**src/pac_pkg.sv**
```systemverilog
// Package for the polygon area and centroid block.
// Holds default parameter values, the queue depth and the back-end state type.
// No dependencies.
package pac_pkg;

  localparam int MAX_VERTICES_DEF = 256;
  localparam int COORD_WIDTH_DEF  = 16;

  // Depth of the queue of finished polygon sums between front and back.
  localparam int QUEUE_DEPTH = 4;
  localparam int QC_W        = $clog2(QUEUE_DEPTH + 1);

  typedef enum logic [1:0] {
    BK_IDLE,
    BK_DIVIDE,
    BK_FINISH
  } pac_back_state_t;

endpackage

```
**src/pac_back.sv**
```systemverilog
// Back end: takes finished sums from the queue, forms the area, divides the
// moment sums by three times the signed doubled area and holds the result word.
// Depends on pac_pkg.
module pac_back #(
  parameter int COORD_WIDTH = 16
) (
  input  logic                                          clk,
  input  logic                                          rst,
  input  logic [2*(3*COORD_WIDTH+9)+(2*COORD_WIDTH+9):0] q_data,
  input  logic                                          q_valid,
  output logic                                          q_pop,
  output logic                                          m_axis_tvalid,
  input  logic                                          m_axis_tready,
  // area, centroid_x, centroid_y from bit 0 up, zero filled
  output logic [((4*COORD_WIDTH+14)/8)*8-1:0]           m_axis_tdata,
  // degenerate, too_many_vertices from bit 0 up
  output logic [1:0]                                    m_axis_tuser
);
  import pac_pkg::*;

  localparam int CW         = COORD_WIDTH;
  localparam int AREA_W     = 2 * CW + 9;
  localparam int AREA_OUT_W = AREA_W - 2;
  localparam int MOM_W      = 3 * CW + 9;
  localparam int DV_W       = AREA_W + 2;
  localparam int STEP_W     = $clog2(MOM_W);
  localparam logic [MOM_W-1:0] POS_LIM = MOM_W'((1 << (CW - 1)) - 1);
  localparam logic [MOM_W-1:0] NEG_LIM = MOM_W'(1 << (CW - 1));

  pac_back_state_t state, state_next;

  logic signed [AREA_W-1:0] q_s;
  logic signed [MOM_W-1:0]  q_mx, q_my;
  logic                     q_many;
  logic [AREA_W-1:0]        q_mag, q_half;

  logic                  div_run, out_load, out_free, last_step;
  logic [STEP_W-1:0]     step;
  logic [DV_W-1:0]       divisor, rem_x, rem_y, rem_x_next, rem_y_next;
  logic [DV_W:0]         trial_x, trial_y;
  logic                  bit_x, bit_y;
  logic [MOM_W-1:0]      num_x, num_y;
  logic                  neg_x, neg_y, degen, many;
  logic [AREA_OUT_W-1:0] area_r;

  logic [AREA_OUT_W-1:0] out_area;
  logic [CW-1:0]         out_cx, out_cy;
  logic                  out_degen, out_many;

  function automatic logic [CW-1:0] saturate(input logic [MOM_W-1:0] q, input logic neg);
    logic [MOM_W-1:0] nq;
    logic [CW-1:0]    r;
    nq = -q;
    if (neg) begin
      r = (q > NEG_LIM) ? {1'b1, {(CW-1){1'b0}}} : nq[CW-1:0];
    end else begin
      r = (q > POS_LIM) ? {1'b0, {(CW-1){1'b1}}} : q[CW-1:0];
    end
    return r;
  endfunction

  assign q_s    = q_data[AREA_W-1:0];
  assign q_mx   = q_data[AREA_W+MOM_W-1:AREA_W];
  assign q_my   = q_data[AREA_W+2*MOM_W-1:AREA_W+MOM_W];
  assign q_many = q_data[AREA_W+2*MOM_W];
  assign q_mag  = q_s[AREA_W-1] ? AREA_W'(-q_s) : AREA_W'(q_s);
  assign q_half = q_mag >> 1;

  assign out_free  = !m_axis_tvalid || m_axis_tready;
  assign last_step = (step == STEP_W'(MOM_W - 1));

  always_comb begin
    state_next = state;
    unique case (state)
      BK_IDLE:   if (q_valid) state_next = (q_s == '0) ? BK_FINISH : BK_DIVIDE;
      BK_DIVIDE: if (last_step) state_next = BK_FINISH;
      BK_FINISH: if (out_free) state_next = BK_IDLE;
      default:   state_next = BK_IDLE;
    endcase
  end

  always_comb begin
    q_pop    = 1'b0;
    div_run  = 1'b0;
    out_load = 1'b0;
    unique case (state)
      BK_IDLE:   q_pop = q_valid;
      BK_DIVIDE: div_run = 1'b1;
      BK_FINISH: out_load = out_free;
      default:   ;
    endcase
  end

  always_ff @(posedge clk) begin
    if (rst) begin
      state <= BK_IDLE;
    end else begin
      state <= state_next;
    end
  end

  // One restoring step per cycle on each moment, sharing the divisor.
  assign trial_x    = {rem_x, num_x[MOM_W-1]};
  assign trial_y    = {rem_y, num_y[MOM_W-1]};
  assign bit_x      = (trial_x >= {1'b0, divisor});
  assign bit_y      = (trial_y >= {1'b0, divisor});
  assign rem_x_next = bit_x ? DV_W'(trial_x - {1'b0, divisor}) : trial_x[DV_W-1:0];
  assign rem_y_next = bit_y ? DV_W'(trial_y - {1'b0, divisor}) : trial_y[DV_W-1:0];

  always_ff @(posedge clk) begin
    if (q_pop) begin
      divisor <= DV_W'(q_mag) + (DV_W'(q_mag) << 1);
      num_x   <= q_mx[MOM_W-1] ? MOM_W'(-q_mx) : MOM_W'(q_mx);
      num_y   <= q_my[MOM_W-1] ? MOM_W'(-q_my) : MOM_W'(q_my);
      neg_x   <= q_mx[MOM_W-1] ^ q_s[AREA_W-1];
      neg_y   <= q_my[MOM_W-1] ^ q_s[AREA_W-1];
      degen   <= (q_s == '0);
      many    <= q_many;
      area_r  <= q_half[AREA_OUT_W] ? {AREA_OUT_W{1'b1}} : q_half[AREA_OUT_W-1:0];
      rem_x   <= '0;
      rem_y   <= '0;
      step    <= '0;
    end else if (div_run) begin
      rem_x <= rem_x_next;
      rem_y <= rem_y_next;
      num_x <= {num_x[MOM_W-2:0], bit_x};
      num_y <= {num_y[MOM_W-2:0], bit_y};
      step  <= step + 1'b1;
    end
  end

  always_ff @(posedge clk) begin
    if (out_load) begin
      out_area  <= area_r;
      out_cx    <= degen ? '0 : saturate(num_x, neg_x);
      out_cy    <= degen ? '0 : saturate(num_y, neg_y);
      out_degen <= degen;
      out_many  <= many;
    end
  end

  always_ff @(posedge clk) begin
    if (rst) begin
      m_axis_tvalid <= 1'b0;
    end else if (out_load) begin
      m_axis_tvalid <= 1'b1;
    end else if (m_axis_tready) begin
      m_axis_tvalid <= 1'b0;
    end
  end

  always_comb begin
    m_axis_tdata = '0;
    m_axis_tdata[AREA_OUT_W-1:0]                   = out_area;
    m_axis_tdata[AREA_OUT_W+CW-1:AREA_OUT_W]       = out_cx;
    m_axis_tdata[AREA_OUT_W+2*CW-1:AREA_OUT_W+CW]  = out_cy;
  end

  assign m_axis_tuser = {out_many, out_degen};

endmodule

```
**config.mk**
```make
export PLATFORM = sky130hd
export DESIGN_NAME = pac_back
export DESIGN_NICKNAME = d
export VERILOG_FILES = /design/src/pac_pkg.sv /design/src/pac_back.sv
export SDC_FILE = /design/constraint.sdc
export NUM_CORES = 1
export LEC_CHECK = 0
export BUFFER_PORTS_ARGS = -buffer_cell sky130_fd_sc_hd__clkbuf_2
export CORE_ASPECT_RATIO = 0.8
export CORE_UTILIZATION = 40
export CTS_BUF_LIST = sky130_fd_sc_hd__clkbuf_4
export DETAILED_ROUTE_END_ITERATION = 8
export GPL_TIMING_DRIVEN = 0
export PLACE_DENSITY_LB_ADDON = 0.3
export SYNTH_ARGS = -nofsm -noshare
export SYNTH_HDL_FRONTEND = slang
export SYNTH_SLANG_ARGS = --single-unit
```
**constraint.sdc**
```tcl
create_clock -name clk -period 7.05 [get_ports clk]
set_clock_uncertainty 0.15 [all_clocks]
set_input_delay 1.41 -clock clk [delete_from_list [all_inputs] [get_ports clk]]
set_output_delay 1.41 -clock clk [all_outputs]
set_load 0.01 [all_outputs]
```
# Word-level counts from Yosys, hierarchy flattened
# Index checks and enable logic that the tools add are counted.
dict set report op_classes {
  addsub 9
  mul 0
  div 0
  n_lt_le_gt_ge 6
  eq_ne 6
  n_shift 0
  muxes 25
  bitwise_logic 2
  reduce_logical 7
}
# op n
set ops {}
lappend ops {{57-bit two-way mux} 6}
lappend ops {{57-bit by 15-bit greater-than comparator with 1-bit output, second input constant} 2}
lappend ops {{57-bit by 16-bit greater-than comparator with 1-bit output, second input constant} 2}
lappend ops {{57-bit negator} 2}
lappend ops {{16-bit two-way mux} 6}
lappend ops {{44-bit by 43-bit greater-or-equal comparator with 1-bit output} 2}
lappend ops {{43-bit two-way mux} 2}
lappend ops {{43-bit subtractor} 2}
lappend ops {{41-bit by 42-bit adder with 43-bit output} 1}
lappend ops {{41-bit logical NOT} 1}
lappend ops {{41-bit two-way mux} 1}
lappend ops {{41-bit negator} 1}
lappend ops {{16-bit negator} 2}
lappend ops {{2-bit two-way mux} 4}
lappend ops {{6-bit by 1-bit adder with 6-bit output, second input constant} 1}
lappend ops {{6-bit == test, second input constant} 1}
lappend ops {{2-bit inequality test, second input constant} 3}
lappend ops {{2-bit case mux with 3 select lines} 1}
lappend ops {{1-bit two-way mux} 5}
lappend ops {{2-bit nonzero test} 2}
lappend ops {{3-bit AND reduction} 1}
lappend ops {{2-bit by 1-bit == test with 1-bit output, second input constant} 1}
lappend ops {{2-bit == test, second input constant} 1}
lappend ops {{2-bit logical NOT} 1}
lappend ops {{3 further kinds} 4}
dict set report word_totals {
  reg_bits 368
  latch_bits 0
  ram_bits 0
  romBits 0
  inputBits 160
  wordCells 73
  n_memories 0
}

# Logic depth before layout (Yosys ltp)
dict set report logic_depth {
  ltp_word 4
  ltp_mapped 22
  mapped_depth_nobuf 20
}

# Worst setup path after synthesis
# No wires, ideal clock.
dict set report synth_timing {
  path_type {input to register}
  from {input port q_data[40]}
  to {register divisor[42] (data pin)}
  setup_ps 254
  t_arrival_ps 5960
  required_ps 6646
  setup_slack_ps 686
  stages 20
  n_path_buf 4
  cell_sequence {clkbuf_1 > buf_1 > clkbuf_1 > clkbuf_1 > mux2i_1 > inv_1 > ha_1 > a21o_1 > a21oi_1 > o21a_1 > o32ai_1 > o41ai_1 > o311ai_1 > a21oi_1 > o31ai_1 > a211o_1 > a41oi_1 > nand2b_1 > o21ai_1 > a21o_1}
}
# element line_no
set synth_lines {}
lappend synth_lines {{start, declared} pac_back.sv:9} ;# input logic [2*(3*COORD_WIDTH+9)+(2*COORD_WIDTH+9):0] q_data,
lappend synth_lines {{41-bit two-way mux} pac_back.sv:66} ;# assign q_mag = q_s[AREA_W-1] ? AREA_W'(-q_s) : AREA_W'(q_s);
lappend synth_lines {{net q_mag[1]} pac_back.sv:35} ;# logic [AREA_W-1:0] q_mag, q_half;
lappend synth_lines {{41-bit by 42-bit adder with 43-bit output} pac_back.sv:112} ;# divisor <= DV_W'(q_mag) + (DV_W'(q_mag) << 1);
lappend synth_lines {{end signal, assigned} pac_back.sv:112}
lappend synth_lines {{end, declared} pac_back.sv:39} ;# logic [DV_W-1:0] divisor, rem_x, rem_y, rem_x_next, rem_y_next;
# The timed path passes the listed nets, and every way through them passes these cells.
# A chain may end at the register's enable or synchronous reset.

# Worst setup path after layout
dict set report layout_timing {
  from {input port q_data[40]}
  to {register divisor[41] (data pin)}
}
# Same word-level chain as after synthesis.

==> impl_metrics.csv <==
group,metric,value,unit
timing,holdWs,0.256,ns
yosys,netlist_instances,2784,
global_route,grt_max_degree,67,
yosys,synth_top_area_share,33.0,%
clock_tree,clock_path_buffers,3,
finish,multiInputGateArea,13900,um^2
placed_design,port_buffers,228,
power_and_ir_drop,clockPowerShare,25.7,%
yosys,async_flop_share,0,%
timing,hold_viol,0,
route,num_vias,22227,
power_and_ir_drop,seqPwrFrac,39.3,%
die,die_h,225,um
route,first_pass_iters,6,
yosys,synth_area_leaders,"edfxtp_1 (33%), dfxtp_1 (7.7%), ha_1 (6.8%)",
clock_tree,clk_pin_slew,0.06,ns
power_and_ir_drop,peakVddDrop,159,uV
yosys,yosys.area.top_type,"edfxtp_1",
yosys,yosysSeqAreaShare,40.6,%
power_and_ir_drop,power_per_cell_area,268,nW/um^2
finish,fillers,6099,
global_route,grt_pass1_wl,111000,um
job,max_cap_viol_count,0,
die,core.rowCount,81,
placed_design,place_congestion,0.939,
timing,finalSetupViolCount,0,
die,coreArea,61200,um^2
yosys,syn_nets,3082,
global_route,gr-total-overflow,0,
worst_setup_path,startpoint_type,"primary input",
timing,fin_crit_sh,92.1,%
timing,worst_pin_slew,0.993,ns
clock_tree,cts_root_buf,"clkbuf_4",
clock_tree,cts_tree,"built",
yosys,synth-main-ff-cell,"edfxtp_1",
timing,min_period,6.49,ns
yosys,yosys_warnings,0,
worst_setup_path,path_max_fanout,19,
yosys,ys_seq_elements,368,
worst_setup_path,worstPathRequired,7.63,ns
route,wl,70900,um
finish,fin_nets,3415,
route,wl_per_cell,17.6,um
power_and_ir_drop,power_leakage,11.5,nW
clock_tree,cts-buffers-inserted,99,
global_route,grt_pass1_vias,20283,
worst_setup_path,end_kind,"flip-flop",
finish,area_delta_synth_final,14.5,%
clock_tree,postCtsSetupRepairBufs,0,
clock_tree,cts_sinks,368,
hold_path,hold_path.class,"flip-flop to flip-flop",
die,die_area,63100,um^2
power_and_ir_drop,p_comb_share,35.0,%
route,drc,0,
worst_setup_path,critPathKind,"primary input to flip-flop",
route,drtIter0Drc,1706,
timing,fmax,154,MHz
die,num_io_pins,236,
power_and_ir_drop,internal-power,4.81,mW
clock_tree,htreeDepth,3,
power_and_ir_drop,p_sw,2.83,mW
route,viasPerCell,5.52,
timing,rsz0062_at_grt,"no",
die,chipWidth,281,um
worst_setup_path,critPathArrivalTime,7.08,ns
placed_design,post-dp-hpwl,54100,um
finish,drive_gt1_share,13.6,%
global_route,antenna_found_initial,2,
finish,fin_util,46.5,%
yosys,synth_edf_count,273,
route,drtAntennaViolNets,0,
finish,ff_latch_area,10100,um^2
timing,slew_headroom,33.2,%
yosys,syn_area_per_cell,8.93,um^2
clock_tree,insertion_delay,0.88,ns
yosys,yosysMostFrequentCell,"nand2_1",
yosys,synth_cell_types,77,
global_route,track_usage,22.1,%
yosys,ys_top_cells_by_count,"nand2_1 (379), o21ai_0 (325), edfxtp_1 (273), a21oi_1 (188), nor2_1 (165)",
status,run_status,"finished clean",
yosys,synth_area,24800,um^2
power_and_ir_drop,switching_share,37.1,%
die,initial_core_util,40.6,%
timing,slew_viol_final,0,
## cell families (layout without fill, tap and decap cells)
| logic type | after synthesis | in the layout | share of synthesized area, % |
|---|---|---|---|
| flip-flops | 368 | 368 | 40.6 |
| other | 1 | 3 | 0.0151 |
| multiplexers | 36 | 36 | 1.46 |
| buffers and inverters | 237 | 649 | 3.64 |
| XOR/XNOR | 282 | 282 | 9.94 |
| AO/OA/AOI/OAI | 821 | 821 | 20.1 |
| adder cells (fa/ha/maj) | 138 | 138 | 7.04 |
| AND/OR/NAND/NOR | 901 | 901 | 17.2 |
## sequential cells by signal (all words and copies together), names as in the netlist
register / flops
rem_y: 43
state: 2
divisor: 43
out_cy: 16
rem_x: 43
degen: 1
out_many: 1
out_area: 39
num_x: 57
many: 1
out_cx: 16
step: 6
num_y: 57
neg_y: 1
m_axis_tvalid: 1
neg_x: 1
out_degen: 1
area_r: 39
## placed cells by master, fill, tap and decap left out, types with 51 or more instances in the layout
cell type  count
or3_1         55
inv_1        122
clkbuf_2     229
nor2_1       165
a21oi_1      188
xnor2_1      119
a21o_1        71
ha_1         135
dfxtp_1       95
xor2_1       163
nand2_1      379
clkbuf_1      89
edfxtp_1     273
nand2b_1      54
nor3_1        51
o21ai_0      324
clkbuf_4     150
## power by group through the flow
stage                     clock (mW)  combinational [mW]  sequential (mW)
after floorplan                    0                1.97             2.98
after global placement             0                2.60             3.06
after detailed placement           0                2.64             3.04
after CTS                       2.04                2.65             3.00
after global routing            2.13                2.99             3.05
final                           1.97                2.67             3.00
## layout make-up
type                       count  share of cell area (%)
multi-input combinational   2179                    48.7
inverter                     126                    1.68
timing repair buffer         233                    4.39
clock inverter                31                   0.633
sequential                   368                    35.5
clock buffer                 149                    3.93
antenna                        2                  0.0176
buffer                       110                    1.52
tap                          830                    3.65
## path summary, 6_finish.rpt
check | from | endpoint | slack [ns] | depth (start not counted)
worst max-delay path | q_data[40] | divisor[41] | 0.56 | 19
worst max register to register | num_x[56] | rem_x[33] | 1.75 | 17
worst min register to register | area_r[37] | out_area[37] | 0.26 | 0
worst min-delay path | area_r[37] | out_area[37] | 0.26 | 0
## routing by layer
layer / global-route usage, % / share of wire (%)
met5: 0 / 0
met4: 7.39 / 2.5
met3: 3.83 / 6.6
met2: 31.8 / 42
met1: 33.0 / 49
## worst max-delay path, cell delays in order
cell,delay (ns)
clkbuf_1,0.40
clkbuf_2,0.46
clkbuf_1,0.51
o21ai_0,0.22
xnor2_1,0.35
ha_1,0.33
nor2b_1,0.15
o21ai_0,0.17
nand2b_1,0.11
a221oi_1,0.34
o21ai_1,0.23
a211oi_1,0.49
o31ai_1,0.16
a31oi_1,0.30
o41ai_1,0.19
a2111oi_0,0.49
a211oi_1,0.17
or4_1,0.49
nand3b_1,0.09
## per-stage QoR
| stage | setup WS [ns] | TNS [ns] | cell area (um^2) | std cells | total power [mW] |
|---|---|---|---|---|---|
| 3_3_place_gp | -1.32 | -76.63 | 27000 | 3842 | 5.66 |
| 6_report | 0.557 | 0 | 28500 | 4028 | 7.64 |
| 3_5_place_dp | -1.40 | -15.90 | 27100 | 3847 | 5.67 |
| 4_1_cts | 0.0339 | 0 | 28400 | 4027 | 7.69 |
| 5_1_grt | 0.197 | 0 | 28500 | 4028 | 8.17 |
| 2_1_floorplan | 0.686 | 0 | 24800 | 2784 | 4.94 |
## timing repair
| item | 4_1_cts | 5_1_grt |
|---|---|---|
| setup endpoints to repair | 6 | 7 |
| hold buffers | 0 | 0 |
| resized for setup | 1 | 4 |
No activity file was read; power rests on OpenSTA's default activity.
