==> src/pac_pkg.sv <==
// Package for the polygon area and centroid block.
// Holds default parameter values, the queue depth and the back-end state type.
// No dependencies.
package pac_pkg;

  localparam int MAX_VERTICES_DEF = 256;
  localparam int COORD_WIDTH_DEF  = 16;

  // Depth of the queue of finished polygon sums between front and back.
  localparam int QUEUE_DEPTH = 4;
  localparam int QC_W        = $clog2(QUEUE_DEPTH + 1);

  typedef enum logic [1:0] {
    BK_IDLE,
    BK_DIVIDE,
    BK_FINISH
  } pac_back_state_t;

endpackage

==> src/pac_queue.sv <==
// Small FIFO of finished polygon sums between the front and the back end.
// Depends on pac_pkg for its depth.
module pac_queue #(
  parameter int WIDTH = 156
) (
  input  logic                     clk,
  input  logic                     rst,
  input  logic                     push,
  input  logic [WIDTH-1:0]         push_data,
  input  logic                     pop,
  output logic [WIDTH-1:0]         pop_data,
  output logic                     nonempty,
  output logic [pac_pkg::QC_W-1:0] count
);
  import pac_pkg::*;

  localparam int QP_W = $clog2(QUEUE_DEPTH);

  logic [WIDTH-1:0] slots [QUEUE_DEPTH];
  logic [QP_W-1:0]  wr_ptr;
  logic [QP_W-1:0]  rd_ptr;
  logic             do_pop;

  assign nonempty = (count != '0);
  assign do_pop   = pop && nonempty;
  assign pop_data = slots[rd_ptr];

  always_ff @(posedge clk) begin
    if (push) begin
      slots[wr_ptr] <= push_data;
    end
  end

  always_ff @(posedge clk) begin
    if (rst) begin
      wr_ptr <= '0;
      rd_ptr <= '0;
      count  <= '0;
    end else begin
      if (push) begin
        wr_ptr <= (wr_ptr == QP_W'(QUEUE_DEPTH - 1)) ? '0 : wr_ptr + 1'b1;
      end
      if (do_pop) begin
        rd_ptr <= (rd_ptr == QP_W'(QUEUE_DEPTH - 1)) ? '0 : rd_ptr + 1'b1;
      end
      count <= count + QC_W'(push) - QC_W'(do_pop);
    end
  end

endmodule

==> config.mk <==
export PLATFORM = sky130hd
export DESIGN_NAME = pac_queue
export DESIGN_NICKNAME = d
export VERILOG_FILES = /design/src/pac_pkg.sv /design/src/pac_queue.sv
export SDC_FILE = /design/constraint.sdc
export NUM_CORES = 1
export LEC_CHECK = 0
export CAP_MARGIN = 10
export CORE_MARGIN = 8
export CORE_UTILIZATION = 55
export DETAILED_ROUTE_END_ITERATION = 8
export DONT_BUFFER_PORTS = 1
export PLACE_DENSITY = 0.67
export SETUP_SLACK_MARGIN = 0.02
export SLEW_MARGIN = 0
export SYNTH_ARGS = -nofsm -noshare
export SYNTH_HDL_FRONTEND = slang
export SYNTH_SLANG_ARGS = --single-unit
==> constraint.sdc <==
create_clock -name clk -period 9 [get_ports clk]
set_input_delay 1.8 -clock clk [delete_from_list [all_inputs] [get_ports clk]]
set_output_delay 1.8 -clock clk [all_outputs]
set_load 0.01 [all_outputs]
* After elaboration in Yosys (flattened, before gate mapping)
Memory sizes are Yosys's and may differ from the RTL's. A register that Yosys moved wholly into a read port is not among the register bits.
Index checks and enable logic that the tools add are counted.
** Word-level totals
- Output and inout bits :: 160
- Memories :: 1
- Bits of input ports :: 160
- Memory bits (writable) :: 624
- Memory bits (read-only) :: 0
- Flip-flop bits (word level) :: 7
- Latch bits :: 0
** Operators by class
- Divide/modulo/power cells :: 0
- Bitwise logic cells :: 0
- Shift-type cells :: 0
- Magnitude comparators :: 0
- Mux-type cells :: 6
- Reduce and logical (&&, ||, !) cells :: 2
- Multipliers :: 0
- Eq/ne operators :: 2
- Add/sub/neg operators :: 4
** Memory list
- slots :: words 4, bits a word 156, read ports 1, clocked after Yosys merged registers in 1, write ports 1, RTL line pac_queue.sv:19 : logic [WIDTH-1:0] slots [QUEUE_DEPTH];
** Operator list (count)
- $mux 2 :: 4
- $add 2x1->2 const B :: 2
- $eq 2x2->1 const B :: 2
- $add 3x1->3 :: 1
- $reduce_bool 3->1 :: 1
- $sub 3x1->3 :: 1
- $mux 1 :: 2
- $logic_and 1x1->1 :: 1

* Logic depth before layout (Yosys ltp)
Gate-level depths: netlist of the first run.
- Depth after elaboration :: 4
- Depth in mapped cells :: 8
- Depth with buffers taken out :: 8

* Worst setup path before layout of the first run
Ideal clock, no wire load.
- Kind :: input port to flip-flop
- Start point :: input push
- End point :: memory slots[0][0] (enable)
- Setup time :: 0.534 ns
- Data arrival time :: 5.357 ns
- Path slack :: 3.109 ns
- Stages on the path :: 1
- Required time :: 8.466 ns
- Cells stage by stage :: and2_1
** Between the ends
- Cells in the longest elaborated chain, start to end :: 2
** Ends and longest elaborated chain
- start: declaration :: RTL line pac_queue.sv:8 : input logic push,
- $mux 1 :: RTL line pac_queue.sv:29 : if (push) begin
- $mux 1 (implied by the code) :: RTL line pac_queue.sv:30 : slots[wr_ptr] <= push_data;
- end: declaration :: RTL line pac_queue.sv:19
Every way passes these cells.

==> results list, run 1 <==
- Power share of the combinational group: 13.5%
- Global-route wire length before repair: 62.9 mm
* Initial standard-cell utilization of the core: 55.4%
- Ys Warns: 0
- CTS Root Buffer Type: sky130_fd_sc_hd__clkbuf_16
- Net switching share of the total power: 23.3%
* GRT Overall Usage: 17.0%
- Total gr overflow: 0
* Commonest cells in the netlist: 624 x sky130_fd_sc_hd__edfxtp_1, 156 x sky130_fd_sc_hd__mux4_2, 15 x sky130_fd_sc_hd__buf_12, 15 x sky130_fd_sc_hd__buf_2, 9 x sky130_fd_sc_hd__dfxtp_1
- Distinct cell type count of the synthesized netlist: 24
- Share of cells above drive strength 1: 27.9%
- Fill cell instance count of the final layout: 2726
* Fin worst setup slack: 3940 ps
* First DRT Iteration DRCs: 884
- In the routed design, unresolved DRC markers number 0.
- Sequential cells account for 50.7% of the total power.
* Worst min-delay path category: reg2reg
- The analysis attributes to net switching a power of 1590 uW.
* Sequential-to-total area share from yosys stat: 81.8%
- Based on the critical path, the design can be clocked at up to 198 MHz.
* Proportion of register bits with asynchronous set or reset after synthesis: 0%
- Including well taps, the total number of placed cells is 1374.
* Library cell occupying the most area in the post-synthesis netlist: sky130_fd_sc_hd__edfxtp_1
- R2r endpoint: slots[0][128]$_DFFE_PP_
- For the pin with the worst max-slew slack, the measured transition is 1170 ps.
- The repair_antennas step left the layout with diodes totalling 0.
- CTS buffer count: 59
* Final period util: 56.2%
* Final Max Tran Viols: 0
- The congestion estimate from routability-driven global placement came to 0.804.
- Cell internal power was estimated by the tool at 5260 uW.
* Leading post-synthesis cells by cell area: sky130_fd_sc_hd__edfxtp_1 81%, sky130_fd_sc_hd__mux4_2 15%, sky130_fd_sc_hd__buf_12 1.3%
- Main synth FF type: sky130_fd_sc_hd__edfxtp_1
* Std cell rows: 75
- Final-stage net count: 1064
* Count of hold-fix buffers inserted at cts: 0
- For this run, the detailed router's first-pass iteration total came to 4.
* CP startpoint kind: flop
* Number of cells in the finished layout apart from fillers: 1478
- Path depth of the worst reg2reg path: 4
- Via count: 9133
- The run finished with clean final reports.
- Clock tree synthesis found a total of 633 sinks.
- Synthesized area per cell: 26.9 um^2
- Detailed placement ended at an HPWL of 26.6 mm.
- Worst-path clk slew: 60 ps
- Dominant cell by count in the synthesized netlist: sky130_fd_sc_hd__edfxtp_1
* Setup CP Type: reg2out
- The final layout contains routed wiring with a total length of 42.1 mm.
- Clk Latency, worst-skew pair: 590 ps
* Area of the die: 48900 um^2
* Hold path startpoint: rd_ptr[1]$_SDFFE_PP0N_
* Crit end category: output pin
* Ports: 320
- In the final routed layout, each cell accounts on average for 28.5 um.
- Number of levels in the clock H-tree: 2
* Final number of setup-violating endpoints: 0
- Number of cells produced by synthesis: 859
- Number of buffers added for setup after CTS: 0
- Sequential cell area in the final layout: 18900 um^2
- Horizontal extent of the die: 221 um
- Maximum fanout along the worst path: 81
- Input and output buffers added on the ports amount to 0.
* Multi-input gate area: 3790 um^2
- Across the routed clock network, the largest skew measured is 14.9 ps.
- Gates resized during post-CTS repair numbered 0.
* Chip height: 221 um
* Worst reg2reg setup slack: 6460 ps
- Per report_power, the clock group accounts for 35.8% of the total.
* Synthesis-to-layout area growth: 9.91%
* Net count after synthesis: 1027
- Standby leakage power: 0.00779 uW
- The count of final hold-check violations came to 0.
- In the routed layout, each cell is associated on average with a via count of 6.18.
* Data arrival time of the worst path: 3260 ps
- Max-cap violations in this run came to 0.
- The detail route stage leaves a number of antenna-violating nets equal to 0.
- The mapped netlist covers 23100 um^2.
- Measured against its own limit, the worst slew margin works out to 22.3%.
* Critical path data required time: 7200 ps
- Number of buffers on the longest clock path: 3
- WHS Path Cells: 2
- Counting flops and latches in the post-synthesis netlist gives 633.
- Setup repair after global routing missed its margin: no
* Vias in the first global route: 9686
- Beginning of the worst register-to-register path: wr_ptr[0]$_SDFFE_PP0P_
- Area of the core: 41800 um^2
* Worst ir drop on vdd: 207 uV
- In the final timing run, aggregate negative setup slack is 0 ps.
* Clock period minus worst slack: 5060 ps
- Initial antenna violation count: 0
- Pin count of the biggest net entering global routing: 82
- In this run the power density over the cells is 270 nW/um^2.
* Worst-case hold slack: 499 ps
- The top cell type by area accounts for 81.0% of the synthesized area.
* Number of enable flip-flop cells after synthesis: 624
- Worst slack at placement: 4520 ps
* Clock tree from TritonCTS: built
## layout by cell type, fill, tap and decap left out, drive strengths merged, types with 4 or more instances in the layout
cell    instances
edfxtp        624
ha              7
buf            12
and2            4
clkbuf         70
clkinv         23
mux4          156
inv             6
dfxtp           9
bufinv          8
## per-layer routing
| metal | wire, um | global-route usage, % | vias up |
|---|---|---|---|
| li1 | - | - | 3783 |
| met1 | 15800 | 20.7 | 4920 |
| met2 | 21000 | 27.8 | 372 |
| met3 | 4490 | 7.59 | 58 |
| met4 | 797 | 4.37 | 0 |
| met5 | 0 | 0 | - |
## how the worst max path moves through the flow
stage               startpoint                     to  slack (ps)  cells after the start
detailed placement        flop           pop_data[27]        4520                      2
CTS                       flop          pop_data[134]        3840                      2
global route              flop          pop_data[151]        3760                      2
finish                    flop          pop_data[134]        3940                      2
global placement          flop          pop_data[146]        4610                      2
floorplan                 push  slots[0][0]$_DFFE_PP_        3110                      1
## registers in the layout (all words and copies together) (netlist names), named ones only
name	cells
count	3
rd_ptr	2
slots	624
wr_ptr	2
## logic make-up after synthesis
family / synth area share (%)
AO/OA/AOI/OAI: 0.0595
XOR/XNOR: 0.0973
adder cells (fa/ha/maj): 0.465
buffers and inverters: 1.90
flip-flops: 81.8
multiplexers: 15.3
AND/OR/NAND/NOR: 0.379
## power groups by stage
stage	Clock [uW]	Sequential (uW)	Combinational [uW]
2_1_floorplan	0	3480	912
3_3_place_gp	0	3530	934
3_5_place_dp	0	3540	948
4_1_cts	2510	3480	953
5_1_grt	2610	3490	986
6_report	2460	3480	922
## layout make-up
| cell class | count | area share [%] |
|---|---|---|
| clock inverters | 34 | 1.46 |
| flip-flops and latches | 633 | 74.4 |
| clock buffers | 70 | 6.14 |
| multi-input cells | 185 | 14.9 |
| inverters | 5 | 0.0738 |
| well taps | 539 | 2.65 |
| repair buffers | 12 | 0.354 |
## critical path, stage by stage (launching register included)
cell and delay (ps):
sky130_fd_sc_hd__dfxtp_4 1090, sky130_fd_sc_hd__buf_4 990, sky130_fd_sc_hd__mux4_2 500
## stage by stage
| step | power [uW] | util (%) | cell area (um^2) |
|---|---|---|---|
| after floorplan | 4390 | - | 23100 |
| after global placement | 4470 | 56.3 | 23500 |
| after detailed placement | 4490 | 56.3 | 23500 |
| after CTS | 6950 | 60.9 | 25400 |
| after global routing | 7090 | 60.9 | 25400 |
| final | 6850 | 60.9 | 25400 |
No activity file was read; power rests on OpenSTA's default activity.
==> run 2, diff against run 1 <==
PLACE_DENSITY = 0.7   (was 0.67)
clock period = 4.1 ns   (was 9 ns; I/O delays follow)
==> run 2 against run 1 <==
Against the previous run:
- register-to-register slack worse by 4500 ps
- clock power up 130%
- first-iteration DRC count down 23%
- cell count up 0.81%
- hold slack worse by 220 ps
- clock-buffer cell count unchanged
- combinational power up 130%
- die area unchanged
- global-route usage about the same
- via count down 2.5%
- power up 120%
- sequential cell count unchanged
- largest power group unchanged
==> results list, run 2 (same netlist as run 1, synthesis figures left out) <==
- The run finished with clean final reports.
- The critical path is of the reg2out type.
* Post-detailed-route wirelength per cell: 28.4 um (-0.32%)
- Leaving out fill and tap cells, the most frequent cell in the layout is sky130_fd_sc_hd__edfxtp_1.
- Diode count: 0 (unchanged)
- Power share of the combinational group: 14.0% (+0.5 points)
- Clk Latency, worst-skew pair: 610 ps (+20 ps)
- The clock buffer count from CTS was 60 (+1.7%).
- Area of the core: 41800 um^2 (unchanged)
- Worst min-delay path category: in2reg
- The width of the die is 221 um (unchanged).
- The maximum number of pins on one net before global-route repair is 157 (+91%).
* Multi-input gate area: 3790 um^2 (unchanged)
- The post-route clock skew came to 20.0 ps (+5.16 ps).
* Via count: 8901 (-2.5%)
- The number of ports placed on the die boundary came to 320 (unchanged).
- The cell internal power dissipation was 11700 uW (+120%).
- The quantity of I/O buffers inserted on ports is 0 (unchanged).
- Transition time at the pin with the least slew margin: 1070 ps (-95.5 ps)
- The cell count of the worst hold path came to 1 (-1).
- The count of maximum capacitance violations was 0 (unchanged).
* Initial standard-cell utilization of the core: 55.4% (unchanged)
- The global-route usage over all layers was 17.0% (-0.026 points).
- Maximum fanout along the worst path: 34 (-58%)
- Flop pwr share: 49.6% (-1.1 points)
* Sequential cell area in the final layout: 18900 um^2 (unchanged)
- Post-Layout Inst Area: 25700 um^2 (+1.1%)
- R2r endpoint: count[2]$_SDFF_PP0_
* Data arrival time of the worst path: 2460 ps (-800 ps)
- The overall die area was 48900 um^2 (unchanged).
* Number of gates resized after CTS: 0 (unchanged)
- The power per cell area came to 595 nW/um^2 (+120%).
- Detailed-route vias per instance: 5.97 (-3.3%)
- Relative contribution of the clock network to total power: 36.3% (+0.5 points)
- The flop-to-flop setup slack came to 1960 ps (-4500 ps).
- Final number of setup-violating endpoints: 0 (unchanged)
- The count of final hold-check violations was 0 (unchanged).
* Highest attainable clock frequency: 305 MHz
- Cell Area, Placed: 23700 um^2 (+0.82%)
* Path depth of the worst reg2reg path: 8 (+4)
- The worst hold path begins at rst.
- The count of standard-cell rows came to 75 (unchanged).
* Final-stage net count: 1069 (+0.47%)
- The share of cells above drive strength 1 is 28.6% (+0.70 points).
* Vias in the first global route: 9485 (-2.1%)
- The worst vdd rail ir drop is 495 uV (+140%).
* Sinks on Clock Net: 633 (unchanged)
- The iteration-0 DRC count of the detailed router was 680 (-23%).
* Total gr overflow: 0 (unchanged)
* Clock tree from TritonCTS: built
- Top library cells by usage in the layout, fill and taps aside: 624 x sky130_fd_sc_hd__edfxtp_1, 156 x sky130_fd_sc_hd__mux4_2, 61 x sky130_fd_sc_hd__clkbuf_16, 13 x sky130_fd_sc_hd__buf_12, 12 x sky130_fd_sc_hd__clkinv_2
- The post-CTS setup buffer count came to 0 (unchanged).
- Setup repair after global routing left no endpoint under its margin.
- Total negative slack: 0 ps (unchanged)
* Flip-flop count of the largest register after layout: 624 (unchanged)
- The leakage dissipation was 0.00788 uW (+1.1%).
* Placed wire-length estimate: 25.5 mm (-4.3%)
- The number of filler instances in the final layout came to 2681 (-1.7%).
- The remaining antenna violation count was 0 (unchanged).
- Synthesis-to-layout area growth: 11.1%
* Global-route wire length before repair: 62.4 mm (-0.89%)
- Number of levels in the clock H-tree: 2 (unchanged)
- Count of hold-fix buffers inserted at cts: 0 (unchanged)
- Final Wtd Congestion: 0.721 (-10%)
- Worst slew margin relative to its limit: 28.6% (+6.4 points)
* Largest registers: slots x624, count x3
* Crit end category: output pin
* Power dissipated by switching net loads: 3600 uW (+130%)
* Top register by number of flip-flops: slots
- The cell sitting at the root of the clock tree is a sky130_fd_sc_hd__clkbuf_16.
- The number of design rule violations left after detail routing is 0 (unchanged).
- Final period util: 79.9%
- Number of buffers on the longest clock path: 3 (unchanged)
* Final Max Tran Viols: 0 (unchanged)
- Total iterations of the first detailed-routing run: 5 (+1)
- Worst-path clk slew: 60 ps (about the same)
* Hold Path Sink: wr_ptr[0]$_SDFFE_PP0P_
- Initial antenna violation count: 0 (unchanged)
- CP startpoint kind: flop
* Drt total wl: 42.3 mm (+0.49%)
- Clock period minus worst slack: 3280 ps
- The critical path data required time came to 3280 ps (-3920 ps).
- Worst-case hold slack: 275 ps (-223 ps)
- In this run the critical register-to-register path is launched from count[1]$_SDFF_PP0_.
* Chip height: 221 um (unchanged)
- Net switching share of the total power: 23.5% (+0.28 points)
run 2: how the worst max path moves through the flow:
| stage | from | end | slack [ps] | depth (start not counted) |
|---|---|---|---|---|
| global route | flop | pop_data[99] | 650 | 2 |
| global placement | flop | pop_data[98] | 1380 | 2 |
| finish | flop | pop_data[99] | 820 | 2 |
| CTS | flop | pop_data[99] | 700 | 2 |
| floorplan | push | slots[3][0]$_DFFE_PP_ | 920 | 1 |
| detailed placement | flop | pop_data[123] | 1380 | 2 |
run 2: metal layers:
layer	global-route usage [%]	vias up	share of wire, %
li1	-	3809	-
met3	6.93	67	9.5
met1	20.6	4721	38
met5	0	-	0
met4	5.57	0	2.2
met2	27.9	304	50
run 2: final cells by class:
type,count,share of cell area (%)
Sequential cell,633,73.6
Multi-Input combinational cell,185,14.7
Clock buffer,70,6.07
Tap cell,539,2.62
Clock inverter,42,1.77
Timing Repair Buffer,16,1.10
Inverter,5,0.0730
run 2: power by group through the flow:
| stage | sequential [uW] | combinational (uW) | clock, uW |
|---|---|---|---|
| after global placement | 7730 | 2200 | 0 |
| after CTS | 7610 | 2230 | 5680 |
| after floorplan | 7610 | 2000 | 0 |
| after detailed placement | 7740 | 2210 | 0 |
| final | 7590 | 2150 | 5560 |
| after global routing | 7630 | 2290 | 5910 |
run 2: metrics by stage:
| step | total power [uW] | setup WS (ps) | std cells | utilization (%) |
|---|---|---|---|---|
| after global routing | 15800 | 651 | 1490 | 61.5 |
| after floorplan | 9610 | 923 | 859 | - |
| after detailed placement | 9950 | 1380 | 1378 | 56.7 |
| final | 15300 | 824 | 1490 | 61.5 |
| after global placement | 9930 | 1380 | 1378 | 56.7 |
| after CTS | 15500 | 701 | 1490 | 61.5 |
run 2: critical path, cell delays in order (launching register included):
cell and delay (ps):
sky130_fd_sc_hd__dfxtp_4 840, sky130_fd_sc_hd__buf_12 360, sky130_fd_sc_hd__mux4_2 610
==> run 3, diff against run 2 <==
clock period = 2.7 ns   (was 4.1 ns; I/O delays follow)
==> run 3 against run 2 <==
Against the previous run:
- sequential share of layout area shrank 3.9 points
- hold slack got worse by 240 ps
- combinational power increased by 75%
==> results list, run 3 (same netlist as run 1, synthesis figures left out) <==
* Result of the run: finished, final reports clean
- The flip-flop count of the largest register after layout was 624 (unchanged).
- The quantity of I/O buffers inserted on ports is 0 (unchanged).
- Vias in the first global route: 10300 (+9.1%)
- The clock-pin slew of the registers on the worst-case setup and hold paths came to 60 ps (about the same).
* Total buffers and inverters traversed by the critical path: 1 (unchanged)
- The maximum single-stage delay on the critical path is 620 ps (-220 ps).
- The worst hold-check slack came to 37.8 ps (-238 ps).
- Number of levels in the clock H-tree: 2 (unchanged)
* Setup CP Type: reg2out
- # placed instances: 1398 (+1.5%)
* Area of the die: 48900 um^2 (unchanged)
- Cell Area, Placed: 23900 um^2 (+1.0%)
- Final number of setup-violating endpoints: 0 (unchanged)
- The leakage dissipation came to 0.00851 uW (+8.0%).
- Worst Skew: 9.00 ps (-11.0 ps)
* Clock period minus worst slack: 2620 ps
- The path class of the tightest hold or removal check is in2reg.
- Post-detailed-route wirelength per cell: 27.6 um (-2.8%)
* Area of the core: 41800 um^2 (unchanged)
- Total gr overflow: 0 (unchanged)
* Crit end category: output pin
- CP startpoint kind: flop
- First DRT Iteration DRCs: 784 (+15%)
* Total iterations of the first detailed-routing run: 7 (+2)
- Horizontal extent of the die: 221 um (unchanged)
* Final period util: 96.9%
- More flip-flops sit in one register than any other, and that register is slots.
- The final layout net count is 1216 (+14%).
- Placed wire-length estimate: 27.4 mm (+7.3%)
- Worst path cell trace: buf_16, mux4_2
* CTS buffer count: 59 (-1.7%)
- Share of cells above drive strength 1: 26.0% (-2.6 points)
- The detailed-route via count came to 9728 (+9.3%).
- Worst reg2reg setup slack: 580 ps (-1380 ps)
- Setup repair after global routing could not meet its margin everywhere.
- The number of buffers on the longest clock path is 3 (unchanged).
* Hold path startpoint: push_data[107]
* Slowest stage cell on the critical path: sky130_fd_sc_hd__mux4_2
* Highest attainable clock frequency: 382 MHz
- Relative to the synthesized area, the layout overhead comes to 17.3%.
* Most common cell after layout, fill and taps aside: sky130_fd_sc_hd__edfxtp_1
- The data arrival time of the critical path is 2080 ps (-380 ps).
- The count of final hold-check violations came to 0 (unchanged).
* Initial standard-cell utilization of the core: 55.4% (unchanged)
- The die height was 221 um (unchanged).
- Final Wtd Congestion: 0.718 (-0.42%)
* Power density relative to cell area: 859 nW/um^2 (+44%)
- The transition at the pin with the smallest max-transition slack came to 659 ps (-411 ps).
- CTS Root Buffer Type: sky130_fd_sc_hd__clkbuf_16
* Sinks on Clock Net: 633 (unchanged)
* Initial antenna violation count: 1 (+1)
- Pin count of the biggest net entering global routing: 85 (-46%)
- The count of maximum capacitance violations is 0 (unchanged).
* Ports: 320 (unchanged)
- Detailed-route vias per instance: 5.94 (-0.52%)
- The worst register-to-register path begins at count[1]$_SDFF_PP0_.
- The final non-filler cell area came to 27100 um^2 (+5.5%).
- Remaining antenna violation count after routing: 0 (unchanged)
- Worst ir drop on vdd: 661 uV (+33%)
* Clock tree from TritonCTS: built
- The critical path data required time was 2160 ps (-1120 ps).
- Worst slack at placement: 627 ps (-750 ps)
* Post-detailed-route DRC marker count: 0 (unchanged)
- The top cell types in the final layout, fill and taps aside, are 624 x sky130_fd_sc_hd__edfxtp_1, 156 x sky130_fd_sc_hd__mux4_2, 125 x sky130_fd_sc_hd__dlygate4sd3_1, 61 x sky130_fd_sc_hd__clkbuf_16, 19 x sky130_fd_sc_hd__buf_4.
* Number of cells in the finished layout apart from fillers: 1637 (+9.9%)
* Dominant delay contributor by cell family on the critical path: multiplexers
- Global-route wire length before repair: 67.2 mm (+7.8%)
* Maximum fanout along the worst path: 37 (+8.8%)
- The clock latency reported for the late side of the worst-skew pair came to 600 ps (about the same).
- The setup slack after layout was 82.6 ps (-741 ps).
- Final Max Tran Viols: 0 (unchanged)
- Largest registers: slots x624, count x3
* Drt total wl: 45.2 mm (+6.7%)
* Worst slew margin relative to its limit: 56.1% (+27 points)
- Std cell rows: 75 (unchanged)
- GRT Overall Usage: 18.2% (+1.2 points)
==> run 3: per-layer routing <==
layer	share of wire, %	GRT usage, %
met5	0	0
met4	2.1	5.27
met3	8.5	5.91
met2	50	30.1
met1	39	23.1
==> run 3: what timing repair did <==
item	in CTS	in global routing
setup endpoints to repair	91	24
pin swaps	0	0
hold buffers	125	0
gates resized for setup	2	0
endpoints found under the hold margin	486	0
buffers inserted	3	0
==> run 3: path summary, 6_finish.rpt <==
| check | endpoint | cells past startpoint |
|---|---|---|
| max | pop_data[26] | 2 |
| min | slots[0][107]$_DFFE_PP_ | 0 |
| max reg2reg | count[2]$_SDFF_PP0_ | 8 |
| min reg2reg | flop | 2 |
==> run 3: where the power goes <==
part | internal, uW | switching (uW) | leakage, uW
Clock | 4740 | 3360 | 0.000931
Combinational | 1730 | 2040 | 0.00177
Sequential | 11200 | 167 | 0.00581
Total | 17700 | 5570 | 0.00851
==> run 3: final cells by class <==
type                       count  area (um^2)
timing repair buffer         164         1810
sequential                   633        18900
inverter                       5         18.8
clock inverter                31          299
fill                        2568        14600
tap                          539          674
antenna                        2         5.00
clock buffer                  78         1610
multi-input combinational    185         3790
==> run 3: worst register-to-register path, stage by stage (launching register included) <==
cell                      delay [ps]
sky130_fd_sc_hd__dfxtp_1         410
sky130_fd_sc_hd__o31a_1          390
sky130_fd_sc_hd__ha_1            300
sky130_fd_sc_hd__inv_1            60
sky130_fd_sc_hd__ha_1            130
sky130_fd_sc_hd__inv_1            50
sky130_fd_sc_hd__fa_1            390
sky130_fd_sc_hd__xnor3_1         220
sky130_fd_sc_hd__nor2_1           40
==> run 3: stage by stage <==
| stage | utilization [%] | total power (uW) | TNS (ps) |
|---|---|---|---|
| after floorplan | - | 14600 | 0 |
| after global placement | 57.3 | 15200 | 0 |
| after detailed placement | 57.3 | 15200 | 0 |
| after CTS | 65.0 | 23600 | 0 |
| after global routing | 65.0 | 24100 | -16.7 |
| final | 65.0 | 23300 | 0 |
